File: config.mk
export PLATFORM = sky130hd
export DESIGN_NAME = contiguous_block_allocator
export DESIGN_NICKNAME = d
export VERILOG_FILES = /design/src/rtl/cba_pkg.sv /design/src/rtl/contiguous_block_allocator.sv
export SDC_FILE = /design/constraint.sdc
export NUM_CORES = 1
export LEC_CHECK = 0
export BUFFER_PORTS_ARGS = -buffer_cell sky130_fd_sc_hd__buf_4
export CAP_MARGIN = 20
export CORE_ASPECT_RATIO = 1.4
export CORE_MARGIN = 2
export CORE_UTILIZATION = 50
export DETAILED_ROUTE_END_ITERATION = 6
export GPL_ROUTABILITY_DRIVEN = 0
export PLACE_DENSITY = 0.69
export SLEW_MARGIN = 30
export SYNTH_ARGS = -nofsm -noshare
export SYNTH_HDL_FRONTEND = slang
export SYNTH_SLANG_ARGS = --single-unit
File: constraint.sdc
create_clock -name aclk -period 16.7 [get_ports aclk]
set_clock_uncertainty 0.2 [all_clocks]
set_input_delay 0.835 -clock aclk [delete_from_list [all_inputs] [get_ports aclk]]
set_output_delay 0.835 -clock aclk [all_outputs]
set_load 0.02 [all_outputs]
File: src/rtl/cba_pkg.sv
// shared types and constants for the contiguous block allocator
package cba_pkg;

    localparam int NUM_BLOCKS = 64;
    localparam int IDX_W      = $clog2(NUM_BLOCKS);
    localparam int CNT_W      = 7;
    localparam int SIZE_W     = 20;

    localparam logic [1:0] MODE_ALLOC    = 2'd0;
    localparam logic [1:0] MODE_FREE     = 2'd1;
    localparam logic [1:0] MODE_REALLOC  = 2'd2;
    localparam logic [1:0] MODE_RESERVED = 2'd3;

    localparam logic [2:0] ST_OK       = 3'd0;
    localparam logic [2:0] ST_ZERO     = 3'd1;
    localparam logic [2:0] ST_FEW      = 3'd2;
    localparam logic [2:0] ST_NORUN    = 3'd3;
    localparam logic [2:0] ST_BADIDX   = 3'd4;
    localparam logic [2:0] ST_NOTSTART = 3'd5;

    typedef enum logic [3:0] {
        S_IDLE,
        S_DECODE,
        S_CHECK,
        S_SEARCH,
        S_GROW,
        S_MARK,
        S_RELEASE,
        S_SHRINK,
        S_OUT
    } state_t;

endpackage

File: src/rtl/contiguous_block_allocator.sv
// contiguous block allocator top level: bitmap, run table and sequencer
// One result is delivered per request. A single block index counter walks the used
// bitmap one block per cycle: an allocate scans up to 64 blocks for the first free run
// and then marks the run one block per cycle; a free clears the run one block per cycle.
// s_tready is high only while the block is idle and no result is waiting. The result
// sits in an output register until taken; block_size_log2 is written over the cfg
// channel while idle.
module contiguous_block_allocator (
    input  logic        aclk,
    input  logic        aresetn,
    input  logic        cfg_valid,
    output logic        cfg_ready,
    input  logic [3:0]  cfg_data,
    input  logic        s_tvalid,
    output logic        s_tready,
    input  logic [31:0] s_tdata,   // mode, has_pointer, start_block, request_size, zero pad
    input  logic        m_tready,
    output logic        m_tvalid,
    output logic [31:0] m_tdata    // status, result_block, result_count, moved,
                                   // blocks_in_use, zero pad
);

    localparam int NB = cba_pkg::NUM_BLOCKS;
    localparam int IW = cba_pkg::IDX_W;
    localparam int CW = cba_pkg::CNT_W;

    cba_pkg::state_t state_reg, state_next;

    logic [3:0]  bsl_reg;
    logic [NB-1:0] used_reg, used_next;
    logic [NB-1:0] start_reg, start_next;
    logic [CW-1:0] len_reg [NB];
    logic [CW-1:0] ucnt_reg, ucnt_next;

    logic [1:0]  mode_reg, mode_next;
    logic        ptr_reg, ptr_next;
    logic [IW-1:0] blk_reg, blk_next;
    logic [cba_pkg::SIZE_W-1:0] size_reg, size_next;
    logic [CW-1:0] need_reg, need_next;
    logic [CW-1:0] old_reg, old_next;
    logic [IW:0]   i_reg, i_next;
    logic [CW-1:0] run_reg, run_next;
    logic [IW-1:0] first_reg, first_next;
    logic        move_reg, move_next;

    logic        len_we;
    logic [IW-1:0] len_wa;
    logic [CW-1:0] len_wd;

    logic [2:0]  o_st_reg, o_st_next;
    logic [IW-1:0] o_blk_reg, o_blk_next;
    logic [CW-1:0] o_cnt_reg, o_cnt_next;
    logic        o_mv_reg, o_mv_next;
    logic        mval_reg, mval_next;

    logic [CW-1:0] need_c;
    logic [cba_pkg::SIZE_W:0] need_full;
    logic [cba_pkg::SIZE_W-1:0] mask_c;
    logic [IW-1:0] iw;
    logic [CW-1:0] freec;
    logic [IW+1:0] endp;

    assign iw    = i_reg[IW-1:0];
    assign mask_c = cba_pkg::SIZE_W'((32'd1 << bsl_reg) - 32'd1);
    assign need_full = (cba_pkg::SIZE_W+1)'(size_reg >> bsl_reg)
                     + {{cba_pkg::SIZE_W{1'b0}}, ((size_reg & mask_c) != '0)};
    // counts beyond the 7-bit count range saturate, which keeps every compare correct
    assign need_c = (need_full[cba_pkg::SIZE_W:CW] != '0) ? {CW{1'b1}} : need_full[CW-1:0];
    assign freec = CW'(NB) - ucnt_reg;
    assign endp  = (IW+2)'(blk_reg) + (IW+2)'(need_reg);

    assign cfg_ready = (state_reg == cba_pkg::S_IDLE);
    assign s_tready  = (state_reg == cba_pkg::S_IDLE) && !mval_reg;
    assign m_tvalid  = mval_reg;
    assign m_tdata   = {8'd0, ucnt_reg, o_mv_reg, o_cnt_reg, o_blk_reg, o_st_reg};

    always_ff @(posedge aclk) begin
        if (!aresetn) begin
            state_reg <= cba_pkg::S_IDLE;
            bsl_reg   <= 4'd5;
            used_reg  <= '0;
            start_reg <= '0;
            ucnt_reg  <= '0;
            mval_reg  <= 1'b0;
        end else begin
            state_reg <= state_next;
            used_reg  <= used_next;
            start_reg <= start_next;
            ucnt_reg  <= ucnt_next;
            mval_reg  <= mval_next;
            if (cfg_valid && cfg_ready) bsl_reg <= cfg_data;
        end
    end

    // run table, only trusted where the start mark is set
    always_ff @(posedge aclk) begin
        if (len_we) len_reg[len_wa] <= len_wd;
    end

    always_ff @(posedge aclk) begin
        mode_reg  <= mode_next;
        ptr_reg   <= ptr_next;
        blk_reg   <= blk_next;
        size_reg  <= size_next;
        need_reg  <= need_next;
        old_reg   <= old_next;
        i_reg     <= i_next;
        run_reg   <= run_next;
        first_reg <= first_next;
        move_reg  <= move_next;
        o_st_reg  <= o_st_next;
        o_blk_reg <= o_blk_next;
        o_cnt_reg <= o_cnt_next;
        o_mv_reg  <= o_mv_next;
    end

    always_comb begin
        state_next = state_reg;
        used_next = used_reg; start_next = start_reg; ucnt_next = ucnt_reg;
        mval_next = mval_reg;
        mode_next = mode_reg; ptr_next = ptr_reg; blk_next = blk_reg; size_next = size_reg;
        need_next = need_reg; old_next = old_reg; i_next = i_reg; run_next = run_reg;
        first_next = first_reg; move_next = move_reg;
        o_st_next = o_st_reg; o_blk_next = o_blk_reg; o_cnt_next = o_cnt_reg;
        o_mv_next = o_mv_reg;
        len_we = 1'b0; len_wa = blk_reg; len_wd = '0;
        if (mval_reg && m_tready) mval_next = 1'b0;
        case (state_reg)
            cba_pkg::S_IDLE: begin
                if (s_tvalid && s_tready) begin
                    mode_next = s_tdata[1:0];
                    ptr_next  = s_tdata[2];
                    blk_next  = s_tdata[8:3];
                    size_next = s_tdata[28:9];
                    move_next = 1'b0;
                    o_st_next = cba_pkg::ST_OK; o_blk_next = '0;
                    o_cnt_next = '0; o_mv_next = 1'b0;
                    state_next = cba_pkg::S_DECODE;
                end
            end
            cba_pkg::S_DECODE: begin
                need_next = need_c;
                i_next = '0; run_next = '0; first_next = '0;
                if (mode_reg == cba_pkg::MODE_RESERVED) begin
                    o_st_next = cba_pkg::ST_BADIDX; state_next = cba_pkg::S_OUT;
                end else if (mode_reg == cba_pkg::MODE_ALLOC || !ptr_reg) begin
                    if (mode_reg == cba_pkg::MODE_FREE) state_next = cba_pkg::S_OUT;
                    else if (size_reg == '0) begin
                        o_st_next = cba_pkg::ST_ZERO; state_next = cba_pkg::S_OUT;
                    end else if (need_c > freec) begin
                        o_st_next = cba_pkg::ST_FEW; state_next = cba_pkg::S_OUT;
                    end else state_next = cba_pkg::S_SEARCH;
                end else begin
                    old_next = len_reg[blk_reg];
                    state_next = cba_pkg::S_CHECK;
                end
            end
            cba_pkg::S_CHECK: begin
                if (!start_reg[blk_reg] || old_reg == '0
                    || (IW+2)'(old_reg) > (IW+2)'(NB) - (IW+2)'(blk_reg)
                    || old_reg > ucnt_reg) begin
                    o_st_next = cba_pkg::ST_NOTSTART; state_next = cba_pkg::S_OUT;
                end else if (mode_reg == cba_pkg::MODE_FREE || size_reg == '0) begin
                    o_blk_next = blk_reg;
                    i_next = '0;
                    state_next = cba_pkg::S_RELEASE;
                end else if (need_reg <= old_reg) begin
                    i_next = (IW+1)'(blk_reg) + (IW+1)'(need_reg);
                    state_next = cba_pkg::S_SHRINK;
                end else if (endp <= (IW+2)'(NB)) begin
                    i_next = (IW+1)'(blk_reg) + (IW+1)'(old_reg);
                    state_next = cba_pkg::S_GROW;
                end else begin
                    move_next = 1'b1;
                    if (need_reg > freec) begin
                        o_st_next = cba_pkg::ST_FEW; state_next = cba_pkg::S_OUT;
                    end else state_next = cba_pkg::S_SEARCH;
                end
            end
            cba_pkg::S_SHRINK: begin
                if (i_reg >= (IW+1)'(blk_reg) + (IW+1)'(old_reg)) begin
                    len_we = 1'b1; len_wd = need_reg;
                    ucnt_next = ucnt_reg - (old_reg - need_reg);
                    o_blk_next = blk_reg; o_cnt_next = need_reg;
                    state_next = cba_pkg::S_OUT;
                end else begin
                    used_next[iw] = 1'b0;
                    i_next = i_reg + 1'b1;
                end
            end
            cba_pkg::S_GROW: begin
                if ((IW+2)'(i_reg) >= endp) begin
                    // room confirmed: mark in place
                    i_next = (IW+1)'(blk_reg) + (IW+1)'(old_reg);
                    first_next = blk_reg;
                    state_next = cba_pkg::S_MARK;
                end else if (used_reg[iw]) begin
                    move_next = 1'b1;
                    i_next = '0;
                    if (need_reg > freec) begin
                        o_st_next = cba_pkg::ST_FEW; state_next = cba_pkg::S_OUT;
                    end else state_next = cba_pkg::S_SEARCH;
                end else i_next = i_reg + 1'b1;
            end
            cba_pkg::S_SEARCH: begin
                if (i_reg >= (IW+1)'(NB)) begin
                    o_st_next = cba_pkg::ST_NORUN; state_next = cba_pkg::S_OUT;
                end else if (!used_reg[iw]) begin
                    if (run_reg == '0) first_next = iw;
                    run_next = run_reg + 1'b1;
                    if (run_reg + 1'b1 >= need_reg) begin
                        i_next = (run_reg == '0) ? (IW+1)'(iw) : (IW+1)'(first_reg);
                        if (run_reg == '0) first_next = iw;
                        state_next = cba_pkg::S_MARK;
                        old_next = move_reg ? old_reg : '0;
                    end else i_next = i_reg + 1'b1;
                end else begin
                    run_next = '0;
                    i_next = i_reg + 1'b1;
                end
            end
            cba_pkg::S_MARK: begin
                if ((IW+2)'(i_reg) >= (IW+2)'(first_reg) + (IW+2)'(need_reg)) begin
                    len_we = 1'b1; len_wa = first_reg; len_wd = need_reg;
                    o_blk_next = first_reg; o_cnt_next = need_reg;
                    if (move_reg) begin
                        ucnt_next = ucnt_reg + need_reg;
                        o_mv_next = 1'b1;
                        i_next = '0;
                        state_next = cba_pkg::S_RELEASE;
                    end else begin
                        ucnt_next = ucnt_reg + need_reg
                                    - ((first_reg == blk_reg && mode_reg ==
                                        cba_pkg::MODE_REALLOC && ptr_reg) ? old_reg : '0);
                        state_next = cba_pkg::S_OUT;
                    end
                end else begin
                    used_next[iw] = 1'b1;
                    start_next[iw] = ((IW+1)'(first_reg) == i_reg);
                    i_next = i_reg + 1'b1;
                end
            end
            cba_pkg::S_RELEASE: begin
                if (i_reg >= (IW+1)'(old_reg)) begin
                    start_next[blk_reg] = 1'b0;
                    len_we = 1'b1; len_wa = blk_reg; len_wd = '0;
                    ucnt_next = ucnt_reg - old_reg;
                    state_next = cba_pkg::S_OUT;
                end else begin
                    used_next[IW'((IW+1)'(blk_reg) + i_reg)] = 1'b0;
                    i_next = i_reg + 1'b1;
                end
            end
            cba_pkg::S_OUT: begin
                if (!mval_reg) begin
                    mval_next = 1'b1;
                    state_next = cba_pkg::S_IDLE;
                end
            end
            default: state_next = cba_pkg::S_IDLE;
        endcase
    end

endmodule
==> run metrics <==
leading area contributor after synthesis edfxtp_1; Clock Tree Root clkbuf_16; Resized cells post-CTS 0; share of cells above drive strength 1 15.47%; final wirelength 104.0 mm; most frequent cells in the layout edfxtp_1, nor2_1, a21oi_1; first-pass GRT wire length 157.9 mm; WP data required 17.01 ns; status complete, no violations; Finished Layout Cells 4,021; Largest register FFs 448; Reg power frac 34.9%; Worst Reg-to-Reg Cells 29; asr flop ratio synth 0%; first-iteration detailed-routing DRC count 3,272; largest net degree at the start of global routing 86; clock share of power 25.1%; post-synth top area share 44.27%; total track usage 27.88%; Routed met1 length 37.31 mm; Die Y 321.0 um; Die X 230.4 um; clk_lat worst skew 0.62 ns; Buffers on Ports 64; total number of vias 26,675; Hold Path Depth 1; CTS Hold Buffers Added 0; Initial Util 50.35%; setup_tns 0 ns; vias in the first global route 26,526; GR Overflow Total 0; FMAX 141.4 MHz; detailed-routed wire length on met3 8.683 mm; minimum clock period 7.072 ns; share of the clock period used by the worst path 42.35%; CP endpoint kind flop; CP Max Fanout 31; worst setup margin 9.628 ns; WL/cell 25.87 um; Slew Limit Fails 0; most common cell after layout, fill and taps aside edfxtp_1; pre-CTS WS 9.815 ns; DRC viols 0; synth top area cells edfxtp_1, mux4_2, dfxtp_1; Psw 0.002443 W; worst hold path endpoint size_reg[13]; crit path launch type flop; nets@finish 3,196; IO Pins 76; Max VDD drop 122.4 uV; Max clock buf depth 3; Highest Signal Layer met4; RSZ-0062 raised after global routing false; CTS H-Tree Depth 3; row count 116; Worst-Margin Slew 1.002 ns; Avg Inst Size Synth 11.84 um2; Synth Register Bits 679; P_int 0.003737 W; Routed Antenna Nets 0; Critical Path Slowest Stage Cell inv_1; pwr/cell area 156.4 nW/um2; crit path DAT 7.38 ns; CTS clock-pin slew for the worst setup and hold paths 0.06 ns; Synth Instances 3,030; Netlist cell types 89; CTS Sinks 679; critical path class flop to flop; core area 71,260 um2; FF-to-FF setup slack 9.63 ns; Post-synth EDFFs 529; HPWL after DPL 69.18 mm; CTS Buf Count 72; Setup-failing EPs final 0; Switching Share 39.54%; Max Cap Viol 0; post-synthesis cell area 35,880 um2; Post-CTS Setup Bufs 0; full die area 73,950 um2; largest stage delay on the critical path 0.56 ns; Area Overhead vs Synth 10.10%; first drt pass iteration count 6; Min Hold Slack 0.1922 ns; reg2reg end state_reg[3]; final hold viol count 0; vias per cell 6.634; ys flop type edfxtp_1; sequential element share of the synthesized area 52.64%; placed insts 3,892; antenna violations before repair 1; Slew HR 33.17%; WL met2 51.19 mm; HP Class input pin to flop; CTS tree built; worst r2r src bsl_reg[3]; leakage 12.54 nW; share of total power in combinational logic 40.0%; hold_sp s_tdata[22]; YS warnings 0
[worst max path at each step]
stage,startpoint,end,slack (ns),depth (start not counted)
6_report,bsl_reg[3],state_reg[3],9.63,29
5_1_grt,bsl_reg[3],state_reg[3],9.27,29
4_1_cts,bsl_reg[3],state_reg[3],9.77,29
3_5_place_dp,bsl_reg[3],state_reg[3],9.82,29
3_3_place_gp,bsl_reg[3],state_reg[3],10.05,29
2_1_floorplan,bsl_reg[2],state_reg[3],10.70,32
[kinds of logic (layout without fill, tap and decap cells)]
| logic type | after synthesis | after routing | share of synthesized area, % |
|---|---|---|---|
| other | 1 | 9 | 0.01045 |
| multiplexers | 232 | 232 | 12.40 |
| flip-flops | 679 | 679 | 52.64 |
| AND/OR/NAND/NOR | 784 | 784 | 10.28 |
| AO/OA/AOI/OAI | 821 | 821 | 14.33 |
| adder cells (fa/ha/maj) | 133 | 133 | 4.910 |
| buffers and inverters | 295 | 334 | 3.344 |
| XOR/XNOR | 85 | 85 | 2.075 |
[power groups by stage]
stage | Combinational, W | Clock [W] | Sequential, W
after floorplan | 0.00177 | 0 | 0.00207
after global placement | 0.00233 | 0 | 0.00218
after detailed placement | 0.00240 | 0 | 0.00218
after CTS | 0.00241 | 0.00157 | 0.00215
after global routing | 0.00263 | 0.00163 | 0.00217
final | 0.00247 | 0.00155 | 0.00215
[per-layer routing]
metal  vias up  GRT usage, %
met2      1545         47.23
met4         0         17.15
met3       416         4.574
li1      11596             -
met1     13118         33.29
met5         -             0
[area by class of cell]
class	instances	area [um2]
Multi-Input combinational cell	2063	15950
Antenna cell	1	2.502
Clock buffer	87	1868
Inverter	89	334.1
Clock inverter	41	371.6
Sequential cell	679	18900
Timing Repair Buffer	117	900.9
Fill cell	5812	31760
Tap cell	944	1181
[through the flow]
step           util [%]  total power [W]  cell area (um2)
2_1_floorplan         -         0.003840            35910
3_3_place_gp      52.16         0.004509            37170
3_5_place_dp      52.26         0.004583            37240
4_1_cts           55.40         0.006132            39480
5_1_grt           55.43         0.006436            39500
6_report          55.43         0.006180            39500
[critical path: cells and delay by family, from the launching register on]
kind / cells / cell delay [ns]
AO/OA/AOI/OAI: 14 / 2.68
XOR/XNOR: 1 / 0.13
adder cells (fa/ha/maj): 3 / 0.74
buffers and inverters: 2 / 0.78
flip-flops: 1 / 0.29
AND/OR/NAND/NOR: 9 / 2.11
[synthesized netlist by cell type (8+ instances only)]
| cell | count |
|---|---|
| o22ai_1 | 66 |
| a32oi_1 | 10 |
| mux4_2 | 166 |
| o211a_1 | 9 |
| nand3b_1 | 10 |
| and3_1 | 19 |
| nand2_1 | 161 |
| ha_1 | 120 |
| nand2b_1 | 28 |
| a21boi_0 | 78 |
| nand3_1 | 121 |
| clkbuf_1 | 141 |
| nor3_1 | 50 |
| buf_2 | 12 |
| a21oi_1 | 225 |
| inv_1 | 83 |
| nand4_1 | 16 |
| a211oi_1 | 11 |
| o21a_1 | 11 |
| or3_1 | 9 |
| fa_1 | 13 |
| dfxtp_1 | 150 |
| nor4_1 | 10 |
| a31oi_1 | 51 |
| a22o_1 | 8 |
| edfxtp_1 | 529 |
| o211ai_1 | 18 |
| mux2_2 | 27 |
| buf_1 | 36 |
| nor2b_1 | 31 |
| a22oi_1 | 22 |
| nor2_1 | 267 |
| o21ai_0 | 196 |
| a21o_1 | 24 |
| a221oi_1 | 14 |
| o21bai_1 | 14 |
| xnor2_1 | 52 |
| buf_4 | 14 |
| mux2i_1 | 38 |
| xor2_1 | 33 |
| or2_2 | 12 |
| and2_1 | 20 |
(Power assumes the default switching activity.)
